--- src/rtl/circ_pkg.sv ---
package circ_pkg;

    localparam int MAX_MIN_RUN      = 16;
    localparam int INDEXED_FLAG_BIT = 31;
    localparam int K_W              = (MAX_MIN_RUN > 1) ? $clog2(MAX_MIN_RUN) : 1;

    localparam logic [31:0] LEGACY_BYTES  = 32'd12;
    localparam logic [31:0] INDEXED_BYTES = 32'd4;

    localparam logic [1:0] KIND_DIRECT  = 2'd0;
    localparam logic [1:0] KIND_INDEXED = 2'd1;
    localparam logic [1:0] KIND_TABLE   = 2'd2;
    localparam logic [1:0] KIND_SUMMARY = 2'd3;

    localparam logic CFG_MIN_RUN     = 1'b0;
    localparam logic CFG_INDEX_STORE = 1'b1;

    typedef struct packed {
        logic [31:0] handle;
        logic        last;
    } t_in_word;

    typedef struct packed {
        logic [1:0]  kind;
        logic [31:0] range_start;
        logic [31:0] range_count;
        logic [31:0] table_addr;
        logic [31:0] table_value;
        logic [31:0] direct_range_total;
        logic [31:0] direct_item_total;
        logic [31:0] indexed_range_total;
        logic [31:0] indexed_item_total;
        logic [31:0] input_item_total;
        logic [31:0] bytes_saved;
        logic        end_of_results;
    } t_out_word;

    typedef struct packed {
        logic load;
        logic extend;
        logic close_run;
        logic open_run;
        logic flush;
        logic emit_long;
        logic emit_short;
        logic k_clr;
        logic k_inc;
        logic calc;
        logic emit_sum;
        logic end_flag;
    } t_cmd;

    typedef struct packed {
        logic last;
        logic extend_ok;
        logic run_zero;
        logic run_long;
        logic pend_any;
        logic k_last;
        logic out_free;
    } t_sts;

endpackage

--- src/rtl/consecutive_id_run_compactor_core.sv ---
// Takes one handle word per accept and emits result words on a registered output
// channel: direct ranges, indexed ranges, table writes and a batch summary after the
// word marked last. The block handles one input word at a time and takes no new word
// until it is through with the last one. A word that extends the open run only grows
// it; a word that closes a long run first flushes the pending table entries and then
// emits the range, and a short run emits one table write or single per handle (up to
// 15). A last word adds the final flush, the byte count and the summary, and when it
// opens a new run, that one-handle run is closed first. A full output register stalls
// every emit until it is taken.
// Configuration (index 0 min_run, index 1 index_store_present) must be written only
// while idle; the block itself does not enforce it.
module consecutive_id_run_compactor_core (
    input  logic                i_clk,
    input  logic                i_rst_n,
    input  logic                i_in_valid,
    output logic                o_in_ready,
    input  circ_pkg::t_in_word  i_in_word,
    output logic                o_out_valid,
    input  logic                i_out_ready,
    output circ_pkg::t_out_word o_out_word,
    input  logic                i_cfg_we,
    input  logic                i_cfg_idx,
    input  logic [4:0]          i_cfg_data
);
    import circ_pkg::*;

    t_cmd cmd;
    t_sts sts;

    circ_ctrl u_ctrl (
        .i_clk      (i_clk),
        .i_rst_n    (i_rst_n),
        .i_in_valid (i_in_valid),
        .o_in_ready (o_in_ready),
        .i_sts      (sts),
        .o_cmd      (cmd)
    );

    circ_dp u_dp (
        .i_clk       (i_clk),
        .i_rst_n     (i_rst_n),
        .i_cmd       (cmd),
        .o_sts       (sts),
        .i_in_word   (i_in_word),
        .i_cfg_we    (i_cfg_we),
        .i_cfg_idx   (i_cfg_idx),
        .i_cfg_data  (i_cfg_data),
        .o_out_valid (o_out_valid),
        .i_out_ready (i_out_ready),
        .o_out_word  (o_out_word)
    );

endmodule

--- src/rtl/circ_dp.sv ---
module circ_dp (
    input  logic                i_clk,
    input  logic                i_rst_n,
    input  circ_pkg::t_cmd      i_cmd,
    output circ_pkg::t_sts      o_sts,
    input  circ_pkg::t_in_word  i_in_word,
    input  logic                i_cfg_we,
    input  logic                i_cfg_idx,
    input  logic [4:0]          i_cfg_data,
    output logic                o_out_valid,
    input  logic                i_out_ready,
    output circ_pkg::t_out_word o_out_word
);
    import circ_pkg::*;

    logic [4:0]     r_min_run, n_min_run;
    logic           r_store, n_store;
    logic [31:0]    r_h, n_h;
    logic           r_last, n_last;
    logic [31:0]    r_run_first, n_run_first;
    logic [31:0]    r_run_len, n_run_len;
    logic [31:0]    r_pend_cnt, n_pend_cnt;
    logic [31:0]    r_pend_first, n_pend_first;
    logic [31:0]    r_tab_ptr, n_tab_ptr;
    logic [31:0]    r_items, n_items;
    logic [31:0]    r_dr, n_dr;
    logic [31:0]    r_di, n_di;
    logic [31:0]    r_ir, n_ir;
    logic [31:0]    r_ii, n_ii;
    logic [K_W-1:0] r_k, n_k;
    logic [31:0]    r_full, n_full;
    logic [31:0]    r_used, n_used;
    logic           r_out_valid, n_out_valid;
    t_out_word      r_out, n_out;

    logic [4:0]  eff;
    logic [31:0] short_val;
    logic        out_free;

    always_comb begin
        if (r_min_run == 5'd0) begin
            eff = 5'd1;
        end else if (32'(r_min_run) > 32'(MAX_MIN_RUN)) begin
            eff = 5'(MAX_MIN_RUN);
        end else begin
            eff = r_min_run;
        end
    end

    assign out_free  = !r_out_valid || i_out_ready;
    assign short_val = r_run_first + 32'(r_k);

    assign o_sts.last      = r_last;
    assign o_sts.extend_ok = (r_run_len != 32'd0) && (r_run_len != '1) &&
                             (r_h == r_run_first + r_run_len);
    assign o_sts.run_zero  = (r_run_len == 32'd0);
    assign o_sts.run_long  = (r_run_len >= 32'(eff));
    assign o_sts.pend_any  = (r_pend_cnt != 32'd0);
    assign o_sts.k_last    = (r_run_len == 32'(r_k) + 32'd1);
    assign o_sts.out_free  = out_free;

    always_comb begin
        n_min_run    = r_min_run;
        n_store      = r_store;
        n_h          = r_h;
        n_last       = r_last;
        n_run_first  = r_run_first;
        n_run_len    = r_run_len;
        n_pend_cnt   = r_pend_cnt;
        n_pend_first = r_pend_first;
        n_tab_ptr    = r_tab_ptr;
        n_items      = r_items;
        n_dr         = r_dr;
        n_di         = r_di;
        n_ir         = r_ir;
        n_ii         = r_ii;
        n_k          = r_k;
        n_full       = r_full;
        n_used       = r_used;
        n_out_valid  = r_out_valid && !i_out_ready;
        n_out        = r_out;

        if (i_cfg_we) begin
            unique case (i_cfg_idx)
                CFG_MIN_RUN:     n_min_run = i_cfg_data;
                CFG_INDEX_STORE: n_store   = i_cfg_data[0];
                default:         n_store   = r_store;
            endcase
        end

        if (i_cmd.load) begin
            n_h     = i_in_word.handle;
            n_last  = i_in_word.last;
            n_items = r_items + 32'd1;
        end
        if (i_cmd.extend) begin
            n_run_len = r_run_len + 32'd1;
        end
        if (i_cmd.k_clr) begin
            n_k = '0;
        end
        if (i_cmd.k_inc) begin
            n_k = r_k + K_W'(1);
        end

        if (i_cmd.flush) begin
            if (r_pend_cnt >= 32'd2) begin
                n_out = '0;
                n_out.kind        = KIND_INDEXED;
                n_out.range_start = r_tab_ptr | (32'd1 << INDEXED_FLAG_BIT);
                n_out.range_count = r_pend_cnt;
                n_out_valid       = 1'b1;
                n_ir      = r_ir + 32'd1;
                n_ii      = r_ii + r_pend_cnt;
                n_tab_ptr = r_tab_ptr + r_pend_cnt;
            end else if (r_pend_cnt == 32'd1) begin
                n_out = '0;
                n_out.kind        = KIND_DIRECT;
                n_out.range_start = r_pend_first;
                n_out.range_count = 32'd1;
                n_out_valid       = 1'b1;
                n_dr = r_dr + 32'd1;
                n_di = r_di + 32'd1;
            end
            n_pend_cnt   = 32'd0;
            n_pend_first = 32'd0;
        end

        if (i_cmd.emit_long) begin
            n_out = '0;
            n_out.kind           = KIND_DIRECT;
            n_out.range_start    = r_run_first;
            n_out.range_count    = r_run_len;
            n_out.end_of_results = i_cmd.end_flag;
            n_out_valid          = 1'b1;
            n_dr = r_dr + 32'd1;
            n_di = r_di + r_run_len;
        end

        if (i_cmd.emit_short) begin
            n_out = '0;
            n_out.end_of_results = i_cmd.end_flag;
            n_out_valid          = 1'b1;
            if (r_store) begin
                if (r_pend_cnt == 32'd0) begin
                    n_pend_first = r_run_first;
                end
                n_out.kind        = KIND_TABLE;
                n_out.table_addr  = r_tab_ptr + r_pend_cnt;
                n_out.table_value = short_val;
                n_pend_cnt        = r_pend_cnt + 32'd1;
            end else begin
                n_out.kind        = KIND_DIRECT;
                n_out.range_start = short_val;
                n_out.range_count = 32'd1;
                n_dr = r_dr + 32'd1;
                n_di = r_di + 32'd1;
            end
        end

        if (i_cmd.close_run) begin
            n_run_len = 32'd0;
        end
        if (i_cmd.open_run) begin
            n_run_first = r_h;
            n_run_len   = 32'd1;
        end

        if (i_cmd.calc) begin
            n_full = r_items * LEGACY_BYTES;
            n_used = r_ii * INDEXED_BYTES;
        end

        if (i_cmd.emit_sum) begin
            n_out = '0;
            n_out.kind                = KIND_SUMMARY;
            n_out.direct_range_total  = r_dr;
            n_out.direct_item_total   = r_di;
            n_out.indexed_range_total = r_ir;
            n_out.indexed_item_total  = r_ii;
            n_out.input_item_total    = r_items;
            n_out.bytes_saved         = (r_full >= r_used) ? (r_full - r_used) : 32'd0;
            n_out.end_of_results      = i_cmd.end_flag;
            n_out_valid               = 1'b1;
            n_run_first  = 32'd0;
            n_run_len    = 32'd0;
            n_pend_cnt   = 32'd0;
            n_pend_first = 32'd0;
            n_items      = 32'd0;
            n_dr         = 32'd0;
            n_di         = 32'd0;
            n_ir         = 32'd0;
            n_ii         = 32'd0;
        end
    end

    always_ff @(posedge i_clk) begin
        if (!i_rst_n) begin
            r_min_run    <= 5'd1;
            r_store      <= 1'b1;
            r_run_first  <= '0;
            r_run_len    <= '0;
            r_pend_cnt   <= '0;
            r_pend_first <= '0;
            r_tab_ptr    <= '0;
            r_items      <= '0;
            r_dr         <= '0;
            r_di         <= '0;
            r_ir         <= '0;
            r_ii         <= '0;
            r_out_valid  <= 1'b0;
        end else begin
            r_min_run    <= n_min_run;
            r_store      <= n_store;
            r_run_first  <= n_run_first;
            r_run_len    <= n_run_len;
            r_pend_cnt   <= n_pend_cnt;
            r_pend_first <= n_pend_first;
            r_tab_ptr    <= n_tab_ptr;
            r_items      <= n_items;
            r_dr         <= n_dr;
            r_di         <= n_di;
            r_ir         <= n_ir;
            r_ii         <= n_ii;
            r_out_valid  <= n_out_valid;
        end
    end

    always_ff @(posedge i_clk) begin
        r_h    <= n_h;
        r_last <= n_last;
        r_k    <= n_k;
        r_full <= n_full;
        r_used <= n_used;
        r_out  <= n_out;
    end

    assign o_out_valid = r_out_valid;
    assign o_out_word  = r_out;

    a_sum_clears: assert property (@(posedge i_clk) disable iff (!i_rst_n)
        i_cmd.emit_sum |=> (r_run_len == 32'd0 && r_pend_cnt == 32'd0 && r_items == 32'd0))
        else $error("batch state not cleared after summary");

endmodule

--- src/rtl/circ_ctrl.sv ---
module circ_ctrl (
    input  logic           i_clk,
    input  logic           i_rst_n,
    input  logic           i_in_valid,
    output logic           o_in_ready,
    input  circ_pkg::t_sts i_sts,
    output circ_pkg::t_cmd o_cmd
);
    import circ_pkg::*;

    localparam logic [3:0] S_IDLE    = 4'd0;
    localparam logic [3:0] S_EVAL    = 4'd1;
    localparam logic [3:0] S_CLOSE   = 4'd2;
    localparam logic [3:0] S_FLUSH_A = 4'd3;
    localparam logic [3:0] S_LONG    = 4'd4;
    localparam logic [3:0] S_SHORT   = 4'd5;
    localparam logic [3:0] S_AFTER   = 4'd6;
    localparam logic [3:0] S_FFLUSH  = 4'd7;
    localparam logic [3:0] S_CALC    = 4'd8;
    localparam logic [3:0] S_SUM     = 4'd9;

    logic [3:0] r_state, n_state;
    logic       r_final, n_final;
    t_cmd       cmd;

    always_comb begin
        n_state = r_state;
        n_final = r_final;
        cmd     = '0;
        unique case (r_state)
            S_IDLE: begin
                if (i_in_valid) begin
                    cmd.load = 1'b1;
                    n_state  = S_EVAL;
                end
            end
            S_EVAL: begin
                if (i_sts.extend_ok) begin
                    cmd.extend = 1'b1;
                    if (i_sts.last) begin
                        n_final = 1'b1;
                        n_state = S_CLOSE;
                    end else begin
                        n_state = S_IDLE;
                    end
                end else begin
                    n_final = 1'b0;
                    n_state = S_CLOSE;
                end
            end
            S_CLOSE: begin
                if (i_sts.run_zero) begin
                    n_state = S_AFTER;
                end else if (i_sts.run_long) begin
                    n_state = S_FLUSH_A;
                end else begin
                    cmd.k_clr = 1'b1;
                    n_state   = S_SHORT;
                end
            end
            S_FLUSH_A: begin
                if (!i_sts.pend_any || i_sts.out_free) begin
                    cmd.flush = 1'b1;
                    n_state   = S_LONG;
                end
            end
            S_LONG: begin
                if (i_sts.out_free) begin
                    cmd.emit_long = 1'b1;
                    cmd.end_flag  = !i_sts.last;
                    n_state       = S_AFTER;
                end
            end
            S_SHORT: begin
                if (i_sts.out_free) begin
                    cmd.emit_short = 1'b1;
                    cmd.end_flag   = !i_sts.last && i_sts.k_last;
                    if (i_sts.k_last) begin
                        n_state = S_AFTER;
                    end else begin
                        cmd.k_inc = 1'b1;
                    end
                end
            end
            S_AFTER: begin
                cmd.close_run = 1'b1;
                if (!r_final) begin
                    cmd.open_run = 1'b1;
                    if (i_sts.last) begin
                        n_final = 1'b1;
                        n_state = S_CLOSE;
                    end else begin
                        n_state = S_IDLE;
                    end
                end else begin
                    n_state = S_FFLUSH;
                end
            end
            S_FFLUSH: begin
                if (!i_sts.pend_any || i_sts.out_free) begin
                    cmd.flush = 1'b1;
                    n_state   = S_CALC;
                end
            end
            S_CALC: begin
                cmd.calc = 1'b1;
                n_state  = S_SUM;
            end
            S_SUM: begin
                if (i_sts.out_free) begin
                    cmd.emit_sum = 1'b1;
                    cmd.end_flag = 1'b1;
                    n_final      = 1'b0;
                    n_state      = S_IDLE;
                end
            end
            default: begin
                n_state = S_IDLE;
            end
        endcase
    end

    always_ff @(posedge i_clk) begin
        if (!i_rst_n) begin
            r_state <= S_IDLE;
            r_final <= 1'b0;
        end else begin
            r_state <= n_state;
            r_final <= n_final;
        end
    end

    assign o_in_ready = (r_state == S_IDLE);
    assign o_cmd      = cmd;

    a_emit_free: assert property (@(posedge i_clk) disable iff (!i_rst_n)
        (cmd.emit_long || cmd.emit_short || cmd.emit_sum ||
         (cmd.flush && i_sts.pend_any)) |-> i_sts.out_free)
        else $error("word emitted into a full output register");

    a_one_emit: assert property (@(posedge i_clk) disable iff (!i_rst_n)
        $onehot0({cmd.flush, cmd.emit_long, cmd.emit_short, cmd.emit_sum}))
        else $error("two emit commands in one cycle");

    a_sum_idle: assert property (@(posedge i_clk) disable iff (!i_rst_n)
        cmd.emit_sum |=> (r_state == S_IDLE && !r_final))
        else $error("controller not idle after summary");

endmodule

--- config.mk ---
export PLATFORM = sky130hd
export DESIGN_NAME = consecutive_id_run_compactor_core
export DESIGN_NICKNAME = d
export VERILOG_FILES = /design/src/rtl/circ_pkg.sv /design/src/rtl/consecutive_id_run_compactor_core.sv /design/src/rtl/circ_dp.sv /design/src/rtl/circ_ctrl.sv
export SDC_FILE = /design/constraint.sdc
export NUM_CORES = 2
export LEC_CHECK = 0
export BUFFER_PORTS_ARGS = -buffer_cell sky130_fd_sc_hd__buf_2
export CAP_MARGIN = 10
export CORE_MARGIN = 2
export CORE_UTILIZATION = 45
export DETAILED_ROUTE_END_ITERATION = 10
export GPL_ROUTABILITY_DRIVEN = 0
export PLACE_DENSITY = 0.7
export SYNTH_ARGS = -nofsm -noshare
export SYNTH_HDL_FRONTEND = slang
export SYNTH_SLANG_ARGS = --single-unit
export TNS_END_PERCENT = 5
--- constraint.sdc ---
create_clock -name i_clk -period 9.4 [get_ports i_clk]
set_input_delay 0.94 -clock i_clk [delete_from_list [all_inputs] [get_ports i_clk]]
set_output_delay 0.94 -clock i_clk [all_outputs]
set_load 0.1 [all_outputs]
==> flow_summary.ini <==
[worst_setup_path]
worst_r2r_startpoint = u_dp.r_pend_cnt[14]$_SDFF_PP0_
path_max_fanout = 144
ff2ff_path_depth = 12
path_buf_inv = 5
startpoint_type = flop
critical_path.top_delay_family = simple AND/OR/NAND/NOR gates
critPathKind = reg -> reg
r2r-end = u_dp.o_out_word[167]$_SDFFCE_PN0P_
endpoint_kind = flop
path_cells = nor4_1, nand4_1, o31ai_1, nand3_1, buf_4, nor2_1, inv_1, nand3_4, nor2_4, buf_4, inv_8, buf_12
rrSetupSlack_ns = 3.80
arrival_ns = 5.84
critPathMaxStageDelay_ns = 0.69
crit_required_ns = 9.64
crit_path_frequent_cell = buf_4
worst_path_max_delay_cell = nand3_4

[grt]
grt_max_degree = 170
grt_use_total_pct = 26.1
grt_pass1_vias = 31530
grt_pass1_wl_um = 185000
overflow = 0
antenna_found_initial = 3

[floorplanning]
die_h_um = 301
rows = 108
ios = 369
core_area_mm2 = 0.0870
die_x_um = 301
die_area_mm2 = 0.0904
start_util_pct = 45.5

[min_path]
worstHoldEndpoint = u_dp.o_out_word[222]$_SDFFE_PP0P_
holdCritPathClass = reg -> reg
min_from = u_dp.o_out_word[222]$_SDFFE_PP0P_
hold_depth = 2

[clocking]
cts.sinks = 750
clockBufferDepth = 3
postCtsHoldBufs = 0
cts_resized = 0
cts.clk_slew.worst_paths_ns = 0.06
clockRootBuffer = clkbuf_16
insertion_delay_ns = 0.66
cts_buffers = 82
postCtsSetupRepairBufs = 0
cts_tree = done
htree_levels = 3

[detailed_routing]
wire_per_inst_um = 20.6
vias = 34392
drtIter0Drc = 3471
drc = 0
drt_wl_total_um = 121000
final_antenna_net_count = 0
firstDrtPassIters = 8
vias_per_cell = 5.85

[logic_synthesis]
synth_edf_count = 288
synth_top_area_share_pct = 23.3
syn_avg_cell_area_um2 = 9.05
synth_most_common_cell = nand2_1
yosysWarningCount = 0
synth_area_mm2 = 0.0396
yosys.area.top_type = dfxtp_1
syn_inst = 4375
yosysSeqAreaShare_pct = 45.2
synth_cell_types = 79
synthArstFlopShare_pct = 0
synthTopCellsByArea = dfxtp_1, edfxtp_1, ha_1
yosys-top-cells-count = nand2_1, dfxtp_1, a21oi_1
synth_ff_type = dfxtp_1
ys_seq_elements = 750

[sta]
setup_viol = 0
slew_violations = 0
worst_pin_slew_ns = 1.23
period_minus_slack_ns = 5.60
fin_setup_tns_ns = 0
slew_headroom_pct = 18.1
fmax_mhz = 179
period_share_pct = 59.6
report.final.hold_viol_count = 0
rsz0062_at_grt = no
skew_ns = 0.0423

[final_layout]
area_growth_pct = 14.4
largest_reg_flops = 321
final_core_utilization_pct = 52.1
layout-drive-gt1-share_pct = 12.4
fin_nets = 4904

[power]
ir_drop_mv = 0.423
power_frac_clock_pct = 30.0
p_comb_share_pct = 33.9
swShare_pct = 43.6
power.density_mw_per_mm2 = 249
switching_power_mw = 4.92
p_int_mw = 6.37
seq_power_share_pct = 36.1
p_leak_nw = 17.8

[run_status]
status = complete, no violations

[job]
maxCapViolations = 0

[placement]
dp_hpwl_um = 88400
port_buffers = 366
==> stage by stage <==
step	cells	hold WS [ns]	power, mW	setup WS [ns]	instance area [µm²]
2_1_floorplan	4376	0.442	7.23	2.53	39600
3_3_place_gp	5722	0.436	7.95	3.85	42500
3_5_place_dp	5722	0.437	7.97	3.80	42500
4_1_cts	5876	0.436	11.4	3.90	45300
5_1_grt	5877	0.462	11.7	3.50	45300
6_report	5878	0.446	11.3	3.80	45300
==> worst min-delay path, cell delays in order, from the launching register on <==
cell	delay (ns)
dfxtp_1	0.32
nand2_1	0.04
o21ai_0	0.05
==> placed cells by master, fill, tap and decap left out, drive strengths merged, types with 51 or more instances in the layout <==
master and count:
xor2 150, or3 63, dfxtp 462, a21oi 392, nand4 62, and2 173
o21a 51, edfxtp 288, xnor2 152, ha 202, o21ai 230, nand2 523
inv 100, a21o 73, nor2 388, and3 66, clkbuf 108, nor3 111
buf 397, nand3 150
==> power groups by stage <==
| stage | Combinational [mW] | Sequential, mW | Clock [mW] |
|---|---|---|---|
| CTS | 3.83 | 4.08 | 3.44 |
| global route | 3.96 | 4.12 | 3.58 |
| floorplan | 0.781 | 6.44 | 0 |
| detailed placement | 3.82 | 4.14 | 0 |
| global placement | 3.81 | 4.14 | 0 |
| finish | 3.82 | 4.08 | 3.39 |
==> how the worst max path moves through the flow <==
stage / startpoint / to / depth (start not counted)
6_report: u_dp.r_pend_cnt[14]$_SDFF_PP0_ / u_dp.o_out_word[167]$_SDFFCE_PN0P_ / 12
5_1_grt: u_dp.r_pend_cnt[14]$_SDFF_PP0_ / u_dp.o_out_word[169]$_SDFFCE_PN0P_ / 12
4_1_cts: u_dp.r_pend_cnt[14]$_SDFF_PP0_ / u_dp.o_out_word[144]$_SDFFCE_PN0P_ / 12
3_5_place_dp: i_out_ready / u_dp.o_out_word[0]$_DFFE_PP_ / 13
3_3_place_gp: i_out_ready / u_dp.o_out_word[129]$_SDFFCE_PN0P_ / 13
2_1_floorplan: u_ctrl.r_state[3]$_SDFFE_PN0P_ / u_dp.r_items[31]$_SDFFE_PP0P_ / 13
==> area by class of cell <==
class	instances	area [µm²]
multi-input cells	3325	20700
flip-flops and latches	750	17900
repair buffers	397	2090
clock buffers	108	2320
clock inverters	46	537
inverters	95	364
diodes	2	5.00
fillers	8032	41700
well taps	1155	1450
==> metal layers <==
| layer | vias to the layer above | share of wire [%] | GRT usage [%] |
|---|---|---|---|
| li1 | 16365 | - | - |
| met1 | 16169 | 42 | 35.4 |
| met4 | 0 | 5.1 | 13.0 |
| met2 | 1559 | 44 | 40.1 |
| met5 | - | 0 | 0 |
| met3 | 299 | 8.7 | 4.65 |
==> cell families after synthesis <==
group	synth area share (%)
AO/OA/AOI/OAI	17.0
XOR/XNOR	6.68
adder cells (fa/ha/maj)	6.73
buffers and inverters	2.88
flip-flops	45.2
multiplexers	0.635
other	0.00947
AND/OR/NAND/NOR	20.9
Power figures use the tool's default switching activity.
